[src/hdl/ppdd_pkg.sv]
// Package for the pad press deviation detector.
// Holds the window size, derived widths and the transfer payload types.
// Depends on nothing; every other file of the block imports it.
package ppdd_pkg;

   // Samples in the sliding window; must be a power of two between 2 and 64
   localparam int WINDOW_SIZE = 8;
   localparam int WIN_LOG2    = $clog2(WINDOW_SIZE);

   localparam int SAMPLE_W = 10;
   localparam int SUM_W    = SAMPLE_W + WIN_LOG2;
   localparam int REFILL_W = WIN_LOG2;

   localparam logic [REFILL_W-1:0] REFILL_START = REFILL_W'(WINDOW_SIZE - 1);
   localparam logic [SAMPLE_W-1:0] THRESHOLD_RESET = SAMPLE_W'(64);

   // Request kinds
   localparam logic KIND_SAMPLE = 1'b0;
   localparam logic KIND_CLEAR  = 1'b1;

   typedef struct packed {
      logic                kind;
      logic [SAMPLE_W-1:0] sample;
   } req_payload_type;

   typedef struct packed {
      logic                active;
      logic                latched;
      logic [SAMPLE_W-1:0] mean;
      logic                refilling;
   } rsp_payload_type;

endpackage

[src/hdl/pad_press_deviation_detector_core.sv]
// Top level of the pad press deviation detector.
// Depends on ppdd_pkg for widths, request kinds and payload types.
//
// Usage:
//   req channel (req_valid/req_ready/req_item) carries either a new pad
//   sample or a clear command for the latched flag. rsp channel
//   (rsp_valid/rsp_ready/rsp_item) returns exactly one result per request:
//   active flag, latched flag, the window mean used and a refill marker.
//   csr_we/csr_wdata write the switching threshold; write only while idle.
//   A request is held in the input register and then in the result register;
//   rsp_valid rises once the result register is loaded.
//   Throughput: one request per cycle while the receiver keeps rsp_ready high;
//   the window shift and running sum update are computed combinationally
//   between the input register and the result register.
//   Reset (synchronous, active high) empties both registers, zeros the
//   window and running sum, clears both flags, loads the threshold with 64
//   and arms a refill of WINDOW_SIZE-1 samples with no detection.
//   When the receiver stalls, the result register holds; one more request
//   is then taken into the input register before req_ready drops.
module pad_press_deviation_detector_core
   import ppdd_pkg::*;
(
   input  logic                clock,
   input  logic                reset,
   input  logic                req_valid,
   output logic                req_ready,
   input  req_payload_type     req_item,
   output logic                rsp_valid,
   input  logic                rsp_ready,
   output rsp_payload_type     rsp_item,
   input  logic                csr_we,
   input  logic [SAMPLE_W-1:0] csr_wdata
);

   // Input stage
   logic            in_valid_ff;
   req_payload_type in_item_ff;
   logic            in_advance;

   // Result stage
   logic            out_valid_ff;
   rsp_payload_type out_item_ff, out_item_in;

   // Detector state
   logic [SAMPLE_W-1:0] threshold_ff;
   logic [SAMPLE_W-1:0] window_ff [WINDOW_SIZE];
   logic [SUM_W-1:0]    sum_ff, sum_in;
   logic                pressed_ff, pressed_in;
   logic                sticky_ff, sticky_in;
   logic [REFILL_W-1:0] refill_ff, refill_in;
   logic                do_shift;

   logic [SAMPLE_W-1:0] mean;
   logic [SAMPLE_W-1:0] smp;

   // Move the input stage forward when the result register is free or draining
   assign in_advance = in_valid_ff && (!out_valid_ff || rsp_ready);
   assign req_ready  = !in_valid_ff || in_advance;

   assign rsp_valid = out_valid_ff;
   assign rsp_item  = out_item_ff;

   // Truncated mean: upper bits of the running sum
   assign mean = sum_ff[SUM_W-1:WIN_LOG2];
   assign smp  = in_item_ff.sample;

   // Decide flags, refill count and shift for the item in the input stage
   always_comb begin
      pressed_in = pressed_ff;
      sticky_in  = sticky_ff;
      refill_in  = refill_ff;
      do_shift   = 1'b0;
      out_item_in.refilling = 1'b0;
      if (in_item_ff.kind == KIND_CLEAR) begin
         sticky_in = 1'b0;
      end else if (refill_ff != '0) begin
         out_item_in.refilling = 1'b1;
         refill_in = refill_ff - 1'b1;
         do_shift  = 1'b1;
      end else begin
         do_shift = 1'b1;
         if (smp < mean && (mean - smp) > threshold_ff) begin
            pressed_in = 1'b1;
            sticky_in  = 1'b1;
            refill_in  = REFILL_START;
         end else if (smp > mean && (smp - mean) > threshold_ff) begin
            pressed_in = 1'b0;
            refill_in  = REFILL_START;
         end
      end
      out_item_in.active  = pressed_in;
      out_item_in.latched = sticky_in;
      out_item_in.mean    = mean;
   end

   // Drop the oldest sample from the sum and add the new one
   assign sum_in = sum_ff - SUM_W'(window_ff[WINDOW_SIZE-1]) + SUM_W'(smp);

   // Hold or load the input register
   always_ff @(posedge clock) begin
      if (reset) begin
         in_valid_ff <= 1'b0;
      end else if (req_ready) begin
         in_valid_ff <= req_valid;
      end
      if (req_ready && req_valid) begin
         in_item_ff <= req_item;
      end
   end

   // Hold or load the result register
   always_ff @(posedge clock) begin
      if (reset) begin
         out_valid_ff <= 1'b0;
      end else if (in_advance) begin
         out_valid_ff <= 1'b1;
      end else if (rsp_ready) begin
         out_valid_ff <= 1'b0;
      end
      if (in_advance) begin
         out_item_ff <= out_item_in;
      end
   end

   // Threshold register
   always_ff @(posedge clock) begin
      if (reset) begin
         threshold_ff <= THRESHOLD_RESET;
      end else if (csr_we) begin
         threshold_ff <= csr_wdata;
      end
   end

   // Update detector state on each item that leaves the input stage
   always_ff @(posedge clock) begin
      if (reset) begin
         sum_ff     <= '0;
         pressed_ff <= 1'b0;
         sticky_ff  <= 1'b0;
         refill_ff  <= REFILL_START;
         for (int i = 0; i < WINDOW_SIZE; i++) begin
            window_ff[i] <= '0;
         end
      end else if (in_advance) begin
         pressed_ff <= pressed_in;
         sticky_ff  <= sticky_in;
         refill_ff  <= refill_in;
         if (do_shift) begin
            sum_ff       <= sum_in;
            window_ff[0] <= smp;
            for (int i = 1; i < WINDOW_SIZE; i++) begin
               window_ff[i] <= window_ff[i-1];
            end
         end
      end
   end

endmodule

[config.mk]
export PLATFORM = sky130hd
export DESIGN_NAME = pad_press_deviation_detector_core
export DESIGN_NICKNAME = d
export VERILOG_FILES = /design/src/hdl/ppdd_pkg.sv /design/src/hdl/pad_press_deviation_detector_core.sv
export SDC_FILE = /design/constraint.sdc
export NUM_CORES = 1
export LEC_CHECK = 0
export BUFFER_PORTS_ARGS = -buffer_cell sky130_fd_sc_hd__buf_2
export CAP_MARGIN = 0
export CORE_MARGIN = 4
export CORE_UTILIZATION = 35
export DETAILED_ROUTE_END_ITERATION = 7
export GPL_ROUTABILITY_DRIVEN = 0
export REMOVE_ABC_BUFFERS = 1
export SETUP_SLACK_MARGIN = 0.1
export SLEW_MARGIN = 30
export SYNTH_ARGS = -nofsm -noshare
export SYNTH_HDL_FRONTEND = slang
export SYNTH_SLANG_ARGS = --single-unit
[constraint.sdc]
create_clock -name clock -period 6.1 [get_ports clock]
set_input_delay 0.61 -clock clock [delete_from_list [all_inputs] [get_ports clock]]
set_output_delay 0.61 -clock clock [all_outputs]
set_load 0.005 [all_outputs]
=== After elaboration in Yosys (flattened, before gate mapping) ===
Memories as Yosys holds them, arrays and structs flattened.
Index checks and enable logic that the tools add are counted.

* Bits in registers: 54
* Memory bits (writable): 80
* Input port bits: 26
* Output and inout bits: 15
* Word-level logic and storage cells: 72
* Memories: 1

{| class="wikitable"
|+ Memory list
! name !! depth !! width !! read ports !! clocked after Yosys merged registers in !! write ports !! RTL line !! source
|-
| window_ff || 8 || 10 || 8 || 0 || 8 || pad_press_deviation_detector_core.sv:46 || <nowiki>logic [SAMPLE_W-1:0] window_ff [WINDOW_SIZE];</nowiki>
|}

* $add $sub $neg: 5
* $lt $le $gt $ge: 4
* Muxes and demuxes: 27
* Bitwise gates (word level): 9
* Reductions and logical operators: 13

{| class="wikitable"
|+ Operators by type and width
! kind !! count
|-
| 2-to-1 mux 10 bit || 8
|-
| greater-than comparator 10 bit || 3
|-
| subtractor 10 bit || 2
|-
| 2-to-1 mux 1 bit || 16
|-
| adder 13 x 10 -> 13 bit || 1
|-
| subtractor 13 x 10 -> 13 bit || 1
|-
| < comparator 10 bit || 1
|-
| 2-to-1 mux 3 bit || 3
|-
| OR 1 bit || 8
|-
| nonzero test 3 bit || 2
|-
| logical AND 1 bit || 4
|-
| AND reduction 3 bit || 1
|-
| subtractor 3 x 1 -> 3 bit, second input constant || 1
|-
| zero test 1 bit || 2
|-
| logical OR 1 bit || 2
|-
| AND reduction 2 bit || 1
|-
| nonzero test 2 bit || 1
|-
| NOT 1 bit || 1
|}

=== Logic depth before layout (Yosys ltp) ===
Gate-level depths: netlist of run 1.

* Depth in word-level cells: 7
* Depth in mapped cells: 17
* Mapped depth without buffers: 17

=== Least setup slack after synthesis of run 1 ===
No wires, ideal clock.

* Path type: input port to flip-flop
* Start point: input port rsp_ready
* End point: memory window_ff[0][0] (enable)
* Setup time: 794 ps
* Arrival: 3183 ps
* Required time: 5306 ps
* Setup slack: 2123 ps
* Stages on the path: 7
* Buffers on the path: 2
* Cells stage by stage: nor2b_1 -> nand2b_1 -> inv_2 -> nand2b_1 -> clkbuf_1 -> buf_1 -> nand2_1

{| class="wikitable"
|+ RTL lines
! element !! RTL line !! source
|-
| start: declaration || pad_press_deviation_detector_core.sv:29 || <nowiki>input logic rsp_ready,</nowiki>
|-
| end: declaration || pad_press_deviation_detector_core.sv:46 ||
|}

=== Worst setup path in the final report of run 1 ===
* Start point: register sum_ff[3]
* End point: register refill_ff[2]

* Longest elaborated chain between the ends: 5
* Elaborated cells between the ends (all ways): 12
* Those cells by class: 2 x add/sub; 4 x order compare; 2 x mux; 4 x reduce/logical

{| class="wikitable"
|+ RTL lines
! element !! RTL line !! source
|-
| start: declaration || pad_press_deviation_detector_core.sv:47 || <nowiki>logic [SUM_W-1:0] sum_ff, sum_in;</nowiki>
|-
| start signal: assignment || pad_press_deviation_detector_core.sv:149 || <nowiki>sum_ff <= sum_in;</nowiki>
|-
| subtractor 10 bit (on tied branches) || pad_press_deviation_detector_core.sv:82, pad_press_deviation_detector_core.sv:86 ||
|-
| greater-than comparator 10 bit (on tied branches) || pad_press_deviation_detector_core.sv:82, pad_press_deviation_detector_core.sv:86 ||
|-
| logical AND 1 bit (on tied branches) || pad_press_deviation_detector_core.sv:82, pad_press_deviation_detector_core.sv:86 ||
|-
| nonzero test 3 bit (no source line) / 2-to-1 mux 3 bit (equally long branches) || - ||
|-
| AND reduction 3 bit (no source line) / 2-to-1 mux 3 bit (equally long branches) || - ||
|-
| end signal: assignment || pad_press_deviation_detector_core.sv:147 || <nowiki>refill_ff <= refill_in;</nowiki>
|-
| end: declaration || pad_press_deviation_detector_core.sv:50 || <nowiki>logic [REFILL_W-1:0] refill_ff, refill_in;</nowiki>
|}

Several ways; a longest one is shown, not always the timed one.
A chain may end at the register's enable or synchronous reset.

==> results of run 1 <==
flip-flops by register name, indices dropped and copies added, names as in the netlist:
name          flops
window_ff        80
refill_ff         3
in_item_ff        1
rsp_valid         1
sticky_ff         1
rsp_item         13
pressed_ff        1
in_valid_ff       1
smp              10
threshold_ff     10
sum_ff           13
cells in the final DEF, fill, tap and decap left out, types with 4 or more instances in the layout:
cell,n
a31oi_1,4
dfxtp_1,30
nand2b_1,8
xor2_1,10
nand2_1,27
buf_2,40
o211ai_1,6
ha_1,53
edfxtp_1,104
inv_1,63
a211oi_1,6
nor2b_1,28
o21ai_1,6
clkbuf_16,17
nand4_1,6
buf_4,4
nor2_1,39
nand3_1,7
a21o_1,12
mux2i_1,9
fa_1,12
a21oi_1,30
o21ai_0,13
xnor2_1,8
o21a_1,6
inv_6,5
and3_1,52
nor3_1,22
path summary, 6_finish.rpt:
kind / to / from / slack (ns)
worst max-delay path: refill_ff[2] / sum_ff[3] / 2.00
worst min-delay path: smp[6] / req_item[6] / 0.36
worst max register to register: refill_ff[2] / sum_ff[3] / 2.00
worst min register to register: sum_ff[2] / sum_ff[2] / 0.47
report_power, final:
group          switching (mW)  internal, mW  total, mW
Combinational           0.270         0.179      0.449
Sequential             0.0256          1.04       1.07
Clock                   0.429         0.611       1.04
kinds of logic after synthesis:
kind of cell / count (synthesis) / synth area share, %
multiplexers: 9 / 1.271
AND/OR/NAND/NOR: 210 / 15.87
buffers and inverters: 94 / 5.330
XOR/XNOR: 18 / 2.224
AO/OA/AOI/OAI: 106 / 10.04
flip-flops: 134 / 52.52
adder cells (fa/ha/maj): 65 / 12.74
per-layer routing:
layer  vias up  part of all wire (%)  routed length (um)
li1       2339                     -                   -
met1      2313                    46                7073
met2       100                    48                7396
met3        17                   4.5                 702
met4         0                   1.8                 273
met5         -                     0                   0
stage by stage:
stage / hold slack (ns) / util, % / setup WS, ns / cells
after CTS: 0.3445 / 41.18 / 2.067 / 947
after floorplan: 0.4258 / - / 2.090 / 606
after detailed placement: 0.4631 / 38.18 / 2.092 / 915
after global placement: 0.4425 / 38.18 / 2.234 / 915
after global routing: 0.3400 / 41.22 / 1.813 / 947
final: 0.3563 / 41.22 / 1.997 / 947
cell type report:
cell class	instances	area (um^2)	share of cell area [%]
clock buffer	17	425.4	5.234
clock inverter	15	165.2	2.032
inverter	64	240.2	2.956
multi-input combinational	408	3012	37.05
sequential	134	3724	45.81
tap	265	331.6	4.079
timing repair buffer	44	230.2	2.833
critical path: stages (launching register included):
cell and delay [ns]:
dfxtp_1 0.33, inv_1 0.11, ha_1 0.18, inv_1 0.06, fa_1 0.40, a21o_1 0.17, a21oi_1 0.23, nor2b_1 0.08
o21a_1 0.19, o41ai_1 0.33, xnor2_1 0.11, ha_1 0.20, a211oi_1 0.25, nor2_1 0.08, a2111oi_0 0.46, a311o_1 0.31
a21oi_1 0.12, a221o_1 0.38
==> flow_summary.json, run 1 <==
{
  "cts.htree.levels": 4,
  "startpoint_type": "flop",
  "cts_buffers": 17,
  "firstDrtPassIters": 4,
  "fin_skew_ns": 0.02050,
  "crit_arrival_ns": 4.41,
  "met1_usage_pct": 18.19,
  "status": "completed",
  "async_reset_ff_share_pct": 0,
  "yosysTopAreaCellShare_pct": 44.05,
  "layout_min_cycle_time_ns": 4.103,
  "synthTopCellsByCount": "104 x edfxtp_1, 63 x inv_1, 53 x ha_1",
  "finalSetupTns_ns": 0,
  "clk_pin_slew_ns": 0.07,
  "grt_usage_pct": 13.99,
  "io_pins": 41,
  "antennaDiodeCount": 0,
  "dieArea_um2": 22600,
  "relSlewSlack_pct": 48.81,
  "final_layout_size_suffix_gt1_share_pct": 12.46,
  "timing.final.hold_violations": 0,
  "p_leak_nw": 3.471,
  "ctsLongestPathBuffers": 2,
  "fmax_mhz": 243.7,
  "syn_to_final_growth_pct": 14.65,
  "worstMarginPinSlew_ns": 0.7679,
  "vias": 4769,
  "cts.sinks": 134,
  "yosysMostFrequentCell": "edfxtp_1",
  "irDropWorstVdd_mv": 0.1380,
  "antenna_found_initial": 0,
  "rsz0062_at_grt": "false",
  "cts_hold_buf": 0,
  "yosys.area.top_type": "edfxtp_1",
  "start_util_pct": 35.95,
  "grt_first_pass_wirelength_mm": 24.58,
  "slew_viol_final": 0,
  "cts_tree": "done",
  "overflow": 0,
  "first_global_vias": 4900,
  "drt_iter0_drc": 342,
  "crit_type": "reg -> reg",
  "finalSetupViolCount": 0,
  "cts.root.buffer_cell": "clkbuf_16",
  "place_area_um2": 7528,
  "met2_usage_pct": 22.54,
  "die_y_um": 150.3,
  "synth_area_leaders": "edfxtp_1 44%, ha_1 9.4%, dfxtp_1 8.5%, and3_1 4.6%, fa_1 3.4%",
  "wl_mm": 15.44,
  "synth_seq_cells": 134,
  "synth-seq-area-share_pct": 52.52,
  "rr_worst_depth": 17,
  "fin_crit_sh_pct": 67.26,
  "ctsResizeCount": 0,
  "insertion_delay_ns": 0.44,
  "maxCapViolCount": 0,
  "critPathCaptureType": "flop",
  "grt_max_degree": 81,
  "hp-class": "in -> reg",
  "yosys_warnings": 0,
  "via_per_inst": 5.036,
  "post-route-drc-count": 0,
  "hold_depth": 1,
  "wl_per_cell_um": 16.31,
  "ys.flop_type": "edfxtp_1",
  "met3_usage_pct": 3.191,
  "postRouteAntennaNets": 0,
  "hpwl_mm": 10.18,
  "io_buffers": 40,
  "core_area_um2": 19720,
  "fin_area_um2": 8128,
  "synth_cells": 636,
  "power_mw": 2.557,
  "synthesis.area_um2": 7089,
  "rows": 51,
  "powerDensity_nw_per_um2": 314.6,
  "die_w_um": 150.3,
  "globalRoute.busiestLayer": "met2",
  "synth_edf_count": 104,
  "cts_setup_buffers": 0,
  "synth.distinct_cells": 57,
  "critPathMaxFanout": 6,
  "nFillCells": 1826,
  "syn_area_per_cell_um2": 11.15,
  "nets": 760,
  "required_ns": 6.41
}
Note: power is estimated with default switching activity, not from simulation.
==> run 2, diff against run 1 <==
clock period = 3.3 ns   (was 6.1 ns; I/O delays follow)
==> run 2 against run 1 <==
The run now ends with setup timing left. Critical endpoint is now refill_ff[1]. Clock skew decreased by 0.011 ns. Highest routed layer unchanged. Routed wire length up 0.71%. Cell count increased by 5.3%. Combinational power is 110% higher. Global-route usage up 0.34 points. First-iteration DRC count decreased by 24%. Power rose by 87%. Cell area rose by 5.5%. Clock-buffer cell count rose by 1.
==> flow_summary.json, run 2 (synthesis gave the netlist of run 1 again) <==
{
  "seqCellArea_um2": 3725,
  "cts.sinks": 134,
  "fin_crit_sh_pct": 110.2,
  "hp-class": "in -> reg",
  "hpwl_mm": 11.02,
  "syn_to_final_growth_pct": 20.95,
  "powerDensity_nw_per_um2": 559.0,
  "rr_worst_depth": 17,
  "ctsLongestPathBuffers": 2,
  "final_layout_size_suffix_gt1_share_pct": 20.49,
  "grt_first_pass_wirelength_mm": 25.71,
  "die_y_um": 150.3,
  "finalSetupTns_ns": -1.915,
  "firstDrtPassIters": 5,
  "final_util_pct": 43.49,
  "timing.final.hold_violations": 0,
  "die_w_um": 150.3,
  "dieArea_um2": 22600,
  "io_pins": 41,
  "crit_type": "reg -> reg",
  "rsz0062_at_grt": "true",
  "reg2reg_from": "smp[0]",
  "fin_skew_ns": 0.009281,
  "wl_per_cell_um": 15.60,
  "vias": 4943,
  "relSlewSlack_pct": 56.51,
  "clk_pin_slew_ns": 0.06,
  "grt_max_degree": 53,
  "largest-register": "window_ff",
  "hold_depth": 1,
  "slowest_delay_ns": 0.43,
  "holdWs_ns": 0.09042,
  "drt_iter0_drc": 261,
  "antennaDiodeCount": 0,
  "first_global_vias": 5219,
  "required_ns": 3.61,
  "post-route-drc-count": 0,
  "multi_input_area_um2": 3078,
  "crit_start": "smp[0]",
  "startpoint_type": "flop",
  "cp_num_cells": 17,
  "slew_viol_final": 0,
  "critPathCaptureType": "flop",
  "finalSetupViolCount": 7,
  "cts.htree.levels": 4,
  "cts_hold_buf": 0,
  "status": "finished, violations left",
  "nets": 810,
  "cp_cell_sequence": "inv_1, ha_1, inv_1, fa_1, a211oi_2, o21bai_1, a21oi_2, o21ai_0, xor2_1, ha_1, nand4_1, nor2_1, a31oi_2, o221ai_2, buf_4, nor2_1, a2111oi_4",
  "irDropWorstVdd_mv": 0.3363,
  "post-place-cells": 963,
  "layout_min_cycle_time_ns": 3.635,
  "worstMarginPinSlew_ns": 0.6524,
  "maxCapViolCount": 0,
  "critPathMaxFanout": 3,
  "overflow": 0,
  "cts.root.buffer_cell": "clkbuf_16",
  "path_buf_inv": 3,
  "final_cells": 997,
  "crit_arrival_ns": 3.95,
  "min_from": "req_item[7]",
  "io_buffers": 40,
  "fmax_mhz": 275.1,
  "violations": "setup timing",
  "place_area_um2": 7901,
  "nFillCells": 1824,
  "core_area_um2": 19720,
  "insertion_delay_ns": 0.42,
  "cts_tree": "done",
  "path_delay_family": "compound AO/OA/AOI/OAI gates",
  "power_mw": 4.793,
  "layout_commonest_cell": "edfxtp_1",
  "largest_reg_flops": 80,
  "grt_usage_pct": 14.33,
  "wl_mm": 15.55,
  "slowest_stage": "edfxtp_1",
  "rows": 51,
  "start_util_pct": 35.95,
  "cts_buffers": 17,
  "fin_area_um2": 8574,
  "post-place-ws_ns": -0.6417,
  "layout_common_cells": "104 x edfxtp_1, 59 x inv_1, 53 x buf_4, 52 x ha_1, 51 x and3_1",
  "postRouteAntennaNets": 0,
  "antenna_found_initial": 0,
  "p_leak_nw": 3.722,
  "via_per_inst": 4.958,
  "setup_ws_ns": -0.3353
}
==> run 2: cell count changes in the layout (fill, tap and decap cells not counted), sizes merged <==
cell	delta
clkinv	-3
clkinvlp	-1
clkbuf	+1
buf	+50
bufinv	-1
inv	+4
==> run 2: worst paths after layout <==
| check | endpoint | slack [ns] |
|---|---|---|
| setup / recovery | refill_ff[1] | -0.34 |
| hold / removal | smp[7] | 0.09 |
| setup reg to reg | refill_ff[1] | -0.34 |
| hold reg to reg | sum_ff[2] | 0.46 |
==> run 2: worst reg2reg max path, cell delays in order (launching register included) <==
cell and delay [ns]:
edfxtp_1 0.43, inv_1 0.12, ha_1 0.18, inv_1 0.06, fa_1 0.41, a211oi_2 0.25
o21bai_1 0.13, a21oi_2 0.18, o21ai_0 0.11, xor2_1 0.17, ha_1 0.31, nand4_1 0.15
nor2_1 0.17, a31oi_2 0.14, o221ai_2 0.24, buf_4 0.16, nor2_1 0.06, a2111oi_4 0.27
==> run 2: timing repair <==
item,CTS,global route
gates cloned,0,0
pin swaps,12,4
gates resized for setup,14,8
setup endpoints to repair,7,7
hold endpoints to repair,0,0
buffers inserted,1,1
==> run 2: report_power, final <==
group	switching [mW]	internal, mW
sequential	0.0440	1.92
clock	0.809	1.08
combinational	0.534	0.406
total	1.39	3.41
==> run 2: cell type report <==
type / count / share of cell area [%]
Clock buffer: 18 / 5.005
Clock inverter: 14 / 1.780
Inverter: 64 / 2.802
Multi-Input combinational cell: 408 / 35.90
Sequential cell: 134 / 43.44
Tap cell: 265 / 3.867
Timing Repair Buffer: 94 / 7.209
==> run 2: layer usage <==
layer	part of all wire (%)	up-vias	track usage (%)	wire length, um
met5	0	-	0	0
met4	1.9	0	5.306	298
met3	3.5	23	3.221	541
met2	48	98	23.53	7540
met1	46	2387	18.56	7173
li1	-	2435	-	-
